===== config.mk =====
export PLATFORM = sky130hd
export DESIGN_NAME = permutation_rank_unrank_core
export DESIGN_NICKNAME = d
export VERILOG_FILES = /design/src/rtl/prur_pkg.sv /design/src/rtl/prur_front.sv /design/src/rtl/prur_cell.sv /design/src/rtl/permutation_rank_unrank_core.sv
export SDC_FILE = /design/constraint.sdc
export NUM_CORES = 1
export LEC_CHECK = 0
export ABC_AREA = 1
export BUFFER_PORTS_ARGS = -buffer_cell sky130_fd_sc_hd__buf_2
export CAP_MARGIN = 20
export CORE_MARGIN = 4
export CORE_UTILIZATION = 45
export DETAILED_ROUTE_END_ITERATION = 16
export PLACE_DENSITY = 0.67
export SETUP_SLACK_MARGIN = 0.3
export SLEW_MARGIN = 30
export SYNTH_ARGS = -nofsm -noshare
export SYNTH_HDL_FRONTEND = slang
export SYNTH_SLANG_ARGS = --single-unit

===== constraint.sdc =====
create_clock -name clk -period 11 [get_ports clk]
set_input_delay 0.55 -clock clk [delete_from_list [all_inputs] [get_ports clk]]
set_output_delay 0.55 -clock clk [all_outputs]
set_load 0.1 [all_outputs]

===== src/rtl/prur_pkg.sv =====
`default_nettype none
package prur_pkg;

  localparam int unsigned ELEMENTS_DEF = 8;
  localparam int unsigned POS_BITS     = 4;
  localparam int unsigned PERM_W       = 32;
  localparam int unsigned RANK_W       = 16;
  localparam int unsigned POS_SLOTS    = PERM_W / POS_BITS;

  // handshake and item kind travel together down the chain
  typedef struct packed {
    logic valid;
    logic mode;
  } prur_ctl_t;

  function automatic logic [63:0] fact(input int unsigned n);
    logic [63:0] f;
    f = 64'd1;
    for (int unsigned k = 2; k <= n; k++) begin
      f = f * 64'(k);
    end
    return f;
  endfunction

  // positions above the packed field read as zero
  function automatic logic [POS_BITS-1:0] get_pos(input logic [PERM_W-1:0] p,
                                                  input int unsigned i);
    logic [POS_BITS-1:0] v;
    v = '0;
    if (i < POS_SLOTS) begin
      v = p[i*POS_BITS +: POS_BITS];
    end
    return v;
  endfunction

endpackage
`default_nettype wire


===== src/rtl/prur_front.sv =====
`default_nettype none
module prur_front #(
  parameter int unsigned ELEMENTS = prur_pkg::ELEMENTS_DEF
) (
  input  wire                          clk,
  input  wire                          rst,
  input  prur_pkg::prur_ctl_t          up_ctl,
  output logic                         up_ready,
  input  wire [prur_pkg::PERM_W-1:0]   up_perm,
  input  wire [prur_pkg::RANK_W-1:0]   up_coord,
  output prur_pkg::prur_ctl_t          dn_ctl,
  input  wire                          dn_ready,
  output logic [prur_pkg::PERM_W-1:0]  dn_perm,
  output logic [prur_pkg::RANK_W-1:0]  dn_rem
);
  import prur_pkg::*;

  // coordinate mod ELEMENTS!: reciprocal multiply, then subtract one multiple
  localparam logic [63:0] NFACT    = fact(ELEMENTS);
  localparam bit          BIG      = NFACT > 64'd65535;
  localparam int unsigned SH       = RANK_W + $clog2(NFACT);
  localparam logic [63:0] MAG_FULL = ((64'd1 << SH) + NFACT - 64'd1) / NFACT;
  localparam logic [RANK_W:0] MAG  = MAG_FULL[RANK_W:0];

  logic                vld_a;
  logic                mode_a;
  logic [PERM_W-1:0]   perm_a;
  logic [RANK_W-1:0]   coord_a;
  logic [RANK_W-1:0]   q_a;
  logic                ready_a;

  logic                vld_b;
  logic                mode_b;
  logic [PERM_W-1:0]   perm_b;
  logic [RANK_W-1:0]   rem_b;
  logic                ready_b;

  logic [2*RANK_W:0]   prod;
  logic [RANK_W-1:0]   q_next;
  logic [RANK_W-1:0]   rem_next;

  assign ready_b  = !vld_b || dn_ready;
  assign ready_a  = !vld_a || ready_b;
  assign up_ready = ready_a;

  always_comb begin
    prod = (2*RANK_W+1)'(up_coord) * (2*RANK_W+1)'(MAG);
    if (BIG) begin
      q_next = '0;
    end else begin
      q_next = RANK_W'(prod >> SH);
    end
    rem_next = coord_a - RANK_W'(64'(q_a) * NFACT);
  end

  always_ff @(posedge clk) begin
    if (rst) begin
      vld_a <= 1'b0;
      vld_b <= 1'b0;
    end else begin
      if (ready_a) begin
        vld_a <= up_ctl.valid;
      end
      if (ready_b) begin
        vld_b <= vld_a;
      end
    end
  end

  always_ff @(posedge clk) begin
    if (ready_a) begin
      mode_a  <= up_ctl.mode;
      perm_a  <= up_perm;
      coord_a <= up_coord;
      q_a     <= q_next;
    end
    if (ready_b) begin
      mode_b <= mode_a;
      perm_b <= perm_a;
      rem_b  <= rem_next;
    end
  end

  assign dn_ctl.valid = vld_b;
  assign dn_ctl.mode  = mode_b;
  assign dn_perm      = perm_b;
  assign dn_rem       = rem_b;

  a_q_low : assert property (@(posedge clk) disable iff (rst)
    vld_a |-> 64'(q_a) * NFACT <= 64'(coord_a))
    else $error("front quotient too large");

  a_q_high : assert property (@(posedge clk) disable iff (rst)
    vld_a |-> 64'(coord_a) < (64'(q_a) + 64'd1) * NFACT)
    else $error("front quotient too small");

  a_rem_range : assert property (@(posedge clk) disable iff (rst)
    vld_b |-> 64'(rem_b) < NFACT)
    else $error("front remainder out of range");

endmodule
`default_nettype wire


===== src/rtl/prur_cell.sv =====
`default_nettype none
module prur_cell #(
  parameter int unsigned ELEMENTS = prur_pkg::ELEMENTS_DEF,
  parameter int unsigned IDX      = 0
) (
  input  wire                          clk,
  input  wire                          rst,
  input  prur_pkg::prur_ctl_t          up_ctl,
  output logic                         up_ready,
  input  wire [prur_pkg::PERM_W-1:0]   up_perm,
  input  wire [prur_pkg::RANK_W-1:0]   up_sum,
  input  wire [prur_pkg::RANK_W-1:0]   up_rem,
  input  wire [ELEMENTS-1:0]           up_free,
  input  wire [prur_pkg::PERM_W-1:0]   up_pout,
  output prur_pkg::prur_ctl_t          dn_ctl,
  input  wire                          dn_ready,
  output logic [prur_pkg::PERM_W-1:0]  dn_perm,
  output logic [prur_pkg::RANK_W-1:0]  dn_sum,
  output logic [prur_pkg::RANK_W-1:0]  dn_rem,
  output logic [ELEMENTS-1:0]          dn_free,
  output logic [prur_pkg::PERM_W-1:0]  dn_pout
);
  import prur_pkg::*;

  localparam int unsigned   CNT_W  = $clog2(ELEMENTS);
  localparam logic [63:0]   WFULL  = fact(IDX);
  localparam logic [RANK_W-1:0] WEIGHT = WFULL[RANK_W-1:0];

  logic                vld;
  logic                mode;
  logic [PERM_W-1:0]   perm;
  logic [RANK_W-1:0]   sum;
  logic [RANK_W-1:0]   rem;
  logic [ELEMENTS-1:0] free;
  logic [PERM_W-1:0]   pout;

  logic [POS_BITS-1:0] vi;
  logic [CNT_W-1:0]    larger;
  logic [CNT_W-1:0]    digit;
  logic [CNT_W-1:0]    above;
  logic [CNT_W-1:0]    val;
  logic [ELEMENTS-1:0] pick;
  logic [RANK_W-1:0]   sub;
  logic [RANK_W-1:0]   sum_next;
  logic [RANK_W-1:0]   rem_next;
  logic [ELEMENTS-1:0] free_next;
  logic [PERM_W-1:0]   pout_next;

  assign up_ready = !vld || dn_ready;

  always_comb begin
    // rank: earlier positions holding a larger value, weighted by IDX!
    vi     = get_pos(up_perm, IDX);
    larger = '0;
    for (int unsigned j = 0; j < IDX; j++) begin
      if (get_pos(up_perm, j) > vi) begin
        larger = larger + CNT_W'(1);
      end
    end
    sum_next = up_sum + RANK_W'(RANK_W'(larger) * WEIGHT);

    // unrank digit: multiples of IDX! that fit in the remainder
    digit = '0;
    sub   = '0;
    for (int unsigned k = 1; k <= IDX; k++) begin
      if (64'(up_rem) >= 64'(k) * WFULL) begin
        digit = CNT_W'(k);
        sub   = RANK_W'(64'(k) * WFULL);
      end
    end
    rem_next = up_rem - sub;

    // digit-th largest free value
    pick  = '0;
    val   = '0;
    above = '0;
    for (int unsigned v = 0; v < ELEMENTS; v++) begin
      above = '0;
      for (int unsigned w = v + 1; w < ELEMENTS; w++) begin
        if (up_free[w]) begin
          above = above + CNT_W'(1);
        end
      end
      if (up_free[v] && above == digit) begin
        pick[v] = 1'b1;
        val     = CNT_W'(v);
      end
    end
    free_next = up_free & ~pick;
    // slots above the field shift out to zero
    pout_next = up_pout | (PERM_W'(val) << (IDX * POS_BITS));
  end

  always_ff @(posedge clk) begin
    if (rst) begin
      vld <= 1'b0;
    end else if (up_ready) begin
      vld <= up_ctl.valid;
    end
  end

  always_ff @(posedge clk) begin
    if (up_ready) begin
      mode <= up_ctl.mode;
      perm <= up_perm;
      sum  <= sum_next;
      rem  <= rem_next;
      free <= free_next;
      pout <= pout_next;
    end
  end

  assign dn_ctl.valid = vld;
  assign dn_ctl.mode  = mode;
  assign dn_perm      = perm;
  assign dn_sum       = sum;
  assign dn_rem       = rem;
  assign dn_free      = free;
  assign dn_pout      = pout;

  a_one_taken : assert property (@(posedge clk) disable iff (rst)
    vld |-> $countones(free) == IDX)
    else $error("free mask did not lose exactly one value");

  a_rem_below : assert property (@(posedge clk) disable iff (rst)
    vld |-> 64'(rem) < WFULL)
    else $error("remainder not below the cell weight");

  a_stall_hold : assert property (@(posedge clk) disable iff (rst)
    vld && !dn_ready |=> vld && $stable(free) && $stable(sum) && $stable(pout))
    else $error("cell lost its item during a stall");

endmodule
`default_nettype wire


===== src/rtl/permutation_rank_unrank_core.sv =====
// Permutation rank / unrank core (Lehmer code).
//
// Input channel (in_valid / in_ready) carries one item: mode, perm_in and
// rank_in. mode 0 ranks perm_in (4 bits per position, position 0 in the low
// bits) into rank_out; mode 1 unranks rank_in into perm_out. The unused
// result field of each item reads as zero. Coordinates of ELEMENTS! or more
// wrap; ranks wider than 16 bits keep their low 16 bits.
//
// Output channel (out_valid / out_ready) returns exactly one item per input
// item, in order. Two front stages reduce the coordinate mod ELEMENTS!,
// then one cell per position, top position first. Throughput is one item
// per cycle while out_ready is high.
//
// Every stage has its own valid bit and holds its item while the stage
// after it is full and stalled, so when out_ready is low the pipeline keeps
// filling its empty stages and in_ready drops only once all are full.
// Reset (rst, synchronous) empties every stage; payload is not cleared.
`default_nettype none
module permutation_rank_unrank_core #(
  parameter int unsigned ELEMENTS = prur_pkg::ELEMENTS_DEF
) (
  input  wire         clk,
  input  wire         rst,
  input  wire         in_valid,
  output logic        in_ready,
  input  wire         mode,
  input  wire [31:0]  perm_in,
  input  wire [15:0]  rank_in,
  output logic        out_valid,
  input  wire         out_ready,
  output logic [15:0] rank_out,
  output logic [31:0] perm_out
);
  import prur_pkg::*;

  // chain taps: index 0 leaves the front, index ELEMENTS is the output
  prur_ctl_t           in_ctl;
  prur_ctl_t           ctl_c   [0:ELEMENTS];
  logic                ready_c [0:ELEMENTS];
  logic [PERM_W-1:0]   perm_c  [0:ELEMENTS];
  logic [RANK_W-1:0]   sum_c   [0:ELEMENTS];
  logic [RANK_W-1:0]   rem_c   [0:ELEMENTS];
  logic [ELEMENTS-1:0] free_c  [0:ELEMENTS];
  logic [PERM_W-1:0]   pout_c  [0:ELEMENTS];

  assign in_ctl.valid = in_valid;
  assign in_ctl.mode  = mode;

  prur_front #(
    .ELEMENTS (ELEMENTS)
  ) u_front (
    .clk      (clk),
    .rst      (rst),
    .up_ctl   (in_ctl),
    .up_ready (in_ready),
    .up_perm  (perm_in),
    .up_coord (rank_in),
    .dn_ctl   (ctl_c[0]),
    .dn_ready (ready_c[0]),
    .dn_perm  (perm_c[0]),
    .dn_rem   (rem_c[0])
  );

  // fresh item: no rank yet, all values free, nothing placed
  assign sum_c[0]  = '0;
  assign free_c[0] = '1;
  assign pout_c[0] = '0;

  // cell c handles position ELEMENTS-1-c, so placement runs top down
  for (genvar c = 0; c < ELEMENTS; c++) begin : g_cell
    prur_cell #(
      .ELEMENTS (ELEMENTS),
      .IDX      (ELEMENTS - 1 - c)
    ) u_cell (
      .clk      (clk),
      .rst      (rst),
      .up_ctl   (ctl_c[c]),
      .up_ready (ready_c[c]),
      .up_perm  (perm_c[c]),
      .up_sum   (sum_c[c]),
      .up_rem   (rem_c[c]),
      .up_free  (free_c[c]),
      .up_pout  (pout_c[c]),
      .dn_ctl   (ctl_c[c+1]),
      .dn_ready (ready_c[c+1]),
      .dn_perm  (perm_c[c+1]),
      .dn_sum   (sum_c[c+1]),
      .dn_rem   (rem_c[c+1]),
      .dn_free  (free_c[c+1]),
      .dn_pout  (pout_c[c+1])
    );
  end

  // last cell's registers are the output register
  assign ready_c[ELEMENTS] = out_ready;
  assign out_valid         = ctl_c[ELEMENTS].valid;
  assign rank_out          = ctl_c[ELEMENTS].mode ? '0 : sum_c[ELEMENTS];
  assign perm_out          = ctl_c[ELEMENTS].mode ? pout_c[ELEMENTS] : '0;

endmodule
`default_nettype wire


==> metrics.md <==
| Metric | Value |
|---|---|
| Top fanout value on the critical path | `7` |
| First-pass GRT wire length | `107000 um` |
| Total of flip-flops plus latches after synthesis | `590` |
| Count of standard-cell rows | `104` |
| Via count of the first global-routing pass | `22600` |
| First-iteration detailed-routing DRC count | `978` |
| Post-Syn Area per Cell | `10.5 um2` |
| Count of flip-flops with a built-in enable after synthesis | `580` |
| Cells taking the most area after synthesis | `sky130_fd_sc_hd__edfxtp_1, sky130_fd_sc_hd__ha_1, sky130_fd_sc_hd__nand2_1` |
| Clock slew seen by the registers of the worst setup and hold paths | `0.06 ns` |
| Count of distinct cell types in the synthesized netlist | `71` |
| Cell family with the largest share of critical-path delay | `adder cells` |
| Slew at the pin closest to its max-slew limit | `0.910 ns` |
| Netlist Area Pre-Place | `36500 um2` |
| Crit path depth | `32` |
| VDD IR-drop max | `0.000158 V` |
| Final setup skew | `0.0515 ns` |
| Power per cell area | `298 nW/um2` |
| Final HPWL DP | `48400 um` |
| Iteration count of the initial detailed-routing pass | `5` |
| Share of synthesized registers carrying an async set or reset | `0%` |
| Total Nets Final | `4200` |
| Register-to-Register Path Depth | `32` |
| Antenna Violating Nets Remaining | `0` |
| CP Data Required Time | `11.37 ns` |
| Max clock buf depth | `3` |
| Core Area | `80500 um2` |
| Number of gates given a new drive strength after cts | `0` |
| Clk_lat worst skew | `0.64 ns` |
| Worst Hold Class | `primary input to flop` |
| Instance area at placement | `38200 um2` |
| Clock Sink Count | `590` |
| Total of max-cap violations | `0` |
| Number of levels the H-tree was split into | `2` |
| Final hold violation count | `0` |
| DIE AREA | `85800 um2` |
| Number of cells on the worst hold path | `1` |
| Number of pins with negative max-slew slack in the final report | `0` |
| Die boundary height | `293 um` |
| Antenna violations before repair | `0` |
| Primary flip-flop cell chosen by synthesis mapping | `sky130_fd_sc_hd__edfxtp_1` |
| Via count | `22700` |
| Total wire length after detailed routing | `62200 um` |
| Inserted Diodes | `0` |
| Routed via count divided by cell count | `4.81` |
| Routed len/inst | `13.2 um` |
| Clk root buf | `sky130_fd_sc_hd__clkbuf_16` |
| Endpoint arrival time on the critical path | `6.81 ns` |
| Layout overhead on the synthesized area | `10.1%` |
| IO Port Bufs | `94` |
| Final period util | `58.5%` |
| Synthesis Warnings | `0` |
| Maximum single-stage delay on the critical path | `0.37 ns` |
| P_leak | `0.0192 uW` |
| Pin count of the biggest net entering global routing | `70` |
| Result of the run | `finished, final reports clean` |
| Clock buffers created by TritonCTS | `60` |
| Max-Slew Margin vs Limit | `39.3%` |
| Unrepaired setup endpoints after global routing | `no` |
| Total negative slack | `0 ns` |
| TritonCTS clock tree | `done` |
| Global placement routability congestion | `0.840` |
| Fraction of post-synthesis cell area in the top cell type by area | `47.7%` |
| Cells after synthesis | `3464` |
| Total buffers and inverters traversed by the critical path | `8` |
| Count of pins on the block boundary | `103` |
| Tmin final | `6.44 ns` |
| Share of cells above drive strength 1 | `7.91%` |
| Type of destination of the critical path | `flop` |
| CP startpoint kind | `flop` |
| Die X | `293 um` |
| CP max stage cell | `sky130_fd_sc_hd__ha_1` |
| Sequential fraction of the synthesis area | `48.2%` |
| Fill count | `7133` |
| Synth area leader | `sky130_fd_sc_hd__edfxtp_1` |
| Total grt overflow | `0` |
| Hold buffer count at cts | `0` |
| Effective utilization at floorplan | `45.4%` |
| Final setup vio count | `0` |
| Post-layout total power | `12000 uW` |
| Post-CTS setup-driven buffer insertion count | `0` |
| Upper clock frequency limit | `155 MHz` |
| DRC errors left | `0` |
| Global Route Usage Sum | `14.8%` |
| Final cell area excluding filler cells | `40200 um2` |
| Startpoint-to-endpoint class of the critical path | `flop to flop` |
[where the power goes]
| part | leakage, uW | switching, uW | internal [uW] |
|---|---|---|---|
| Clock | 0.000980 | 849 | 1200 |
| Combinational | 0.0119 | 3560 | 2430 |
| Sequential | 0.00631 | 486 | 3470 |
| Total | 0.0192 | 4900 | 7100 |
[layout by cell type, fill, tap and decap left out, drive strengths merged, types with 3 or more instances in the layout]
| cell | n |
|---|---|
| buf | 102 |
| nand4 | 29 |
| dfxtp | 10 |
| xor2 | 213 |
| inv | 594 |
| fa | 70 |
| o21ai | 111 |
| a21oi | 132 |
| nor4 | 5 |
| nand3b | 6 |
| clkinvlp | 5 |
| o31ai | 6 |
| mux2i | 4 |
| nand2 | 608 |
| o221ai | 3 |
| a31oi | 18 |
| and2 | 3 |
| a21boi | 4 |
| edfxtp | 580 |
| nor3 | 27 |
| nand3 | 156 |
| o211ai | 4 |
| a21o | 7 |
| ha | 475 |
| nor2 | 224 |
| o21bai | 6 |
| xnor2 | 68 |
| a32oi | 14 |
| or2 | 26 |
| clkinv | 38 |
| clkbuf | 70 |
| conb | 8 |
| bufinv | 8 |
| a211oi | 3 |
[per-layer routing]
metal | GRT usage (%) | vias to the layer above | wire [um] | part of all wire, %
li1 | - | 11800 | - | -
met1 | 19.5 | 10400 | 28800 | 46
met2 | 25.9 | 343 | 29800 | 48
met3 | 2.15 | 88 | 2310 | 3.7
met4 | 3.56 | 0 | 1210 | 1.9
met5 | 0 | - | 0 | 0
[cell type report]
type,instances,area (um2),share of cell area [%]
Clock buffer,70,1540,3.82
Clock inverter,43,472,1.17
Inverter,602,2260,5.63
Multi-Input combinational cell,2246,16500,41.0
Sequential cell,590,17600,43.8
Tap cell,1060,1330,3.30
Timing Repair Buffer,102,531,1.32
[synthesized netlist by cell type, drive strengths merged (3+ instances only)]
cell and instances:
buf 23, xor2 213, inv 592, o21ai 111, nand3 156, a21oi 132
a31oi 18, edfxtp 580, or2 26, clkbuf 10, a21boi 4, ha 475
fa 70, o21bai 6, nand3b 6, and2 3, nand2 608, a32oi 14
o211ai 4, nand4 29, o221ai 3, clkinv 10, dfxtp 10, mux2i 4
a21o 7, nor4 5, xnor2 68, o31ai 6, a211oi 3, nor2 224
nor3 27
[kinds of logic after synthesis]
| group | count (synthesis) | synth area share (%) |
|---|---|---|
| mux | 5 | 0.140 |
| simple gates | 1088 | 12.8 |
| flops | 590 | 48.2 |
| fa+ha+maj | 545 | 20.1 |
| buf+inv | 635 | 6.74 |
| compound gates | 319 | 5.05 |
| other cells | 1 | 0.0103 |
| xor+xnor | 281 | 6.90 |
[path summary, 6_finish.rpt]
path / startpoint / end / slack [ns]
worst min-delay path: perm_in[6] / u_front.perm_a[6]$_DFFE_PP_ / 0.09
worst min register to register: g_cell[1].u_cell.dn_pout[29]$_DFFE_PP_ / g_cell[2].u_cell.dn_pout[29]$_DFFE_PP_ / 0.39
worst max register to register: u_front.dn_perm[31]$_DFFE_PP_ / g_cell[0].u_cell.dn_sum[12]$_DFFE_PP_ / 4.56
worst max-delay path: u_front.dn_perm[31]$_DFFE_PP_ / g_cell[0].u_cell.dn_sum[12]$_DFFE_PP_ / 4.56
[stage by stage]
stage               cells  utilization (%)  worst slack, ns  hold WS [ns]
floorplan            3471                -             1.81         0.400
global placement     4600             47.5             4.61         0.402
detailed placement   4600             47.5             4.52         0.405
CTS                  4713             50.0             4.38        0.0459
global route         4713             50.0             3.91        0.0546
finish               4713             50.0             4.56        0.0879
[registers in the layout, indices dropped and copies added, names as in the netlist]
| register | count |
|---|---|
| u_front.coord_a | 16 |
| u_front.perm_a | 32 |
| g_cell.u_cell.vld | 8 |
| u_front.q_a | 1 |
| g_cell.u_cell.dn_pout | 108 |
| u_front.vld_b | 1 |
| u_front.mode_b | 1 |
| u_front.mode_a | 1 |
| g_cell.u_cell.dn_sum | 112 |
| g_cell.u_cell.mode | 8 |
| u_front.dn_perm | 32 |
| g_cell.u_cell.dn_rem | 96 |
| u_front.vld_a | 1 |
| u_front.dn_rem | 16 |
| g_cell.u_cell.dn_free | 49 |
| g_cell.u_cell.dn_perm | 108 |
[worst register-to-register path, delay by kind of cell, from the launching register on]
family,cells,cell delay [ns]
adder cells (fa/ha/maj),9,2.70
AO/OA/AOI/OAI,7,1.16
AND/OR/NAND/NOR,6,0.84
buffers and inverters,8,0.80
flip-flops,1,0.36
XOR/XNOR,2,0.32
Power figures use the tool's default switching activity.
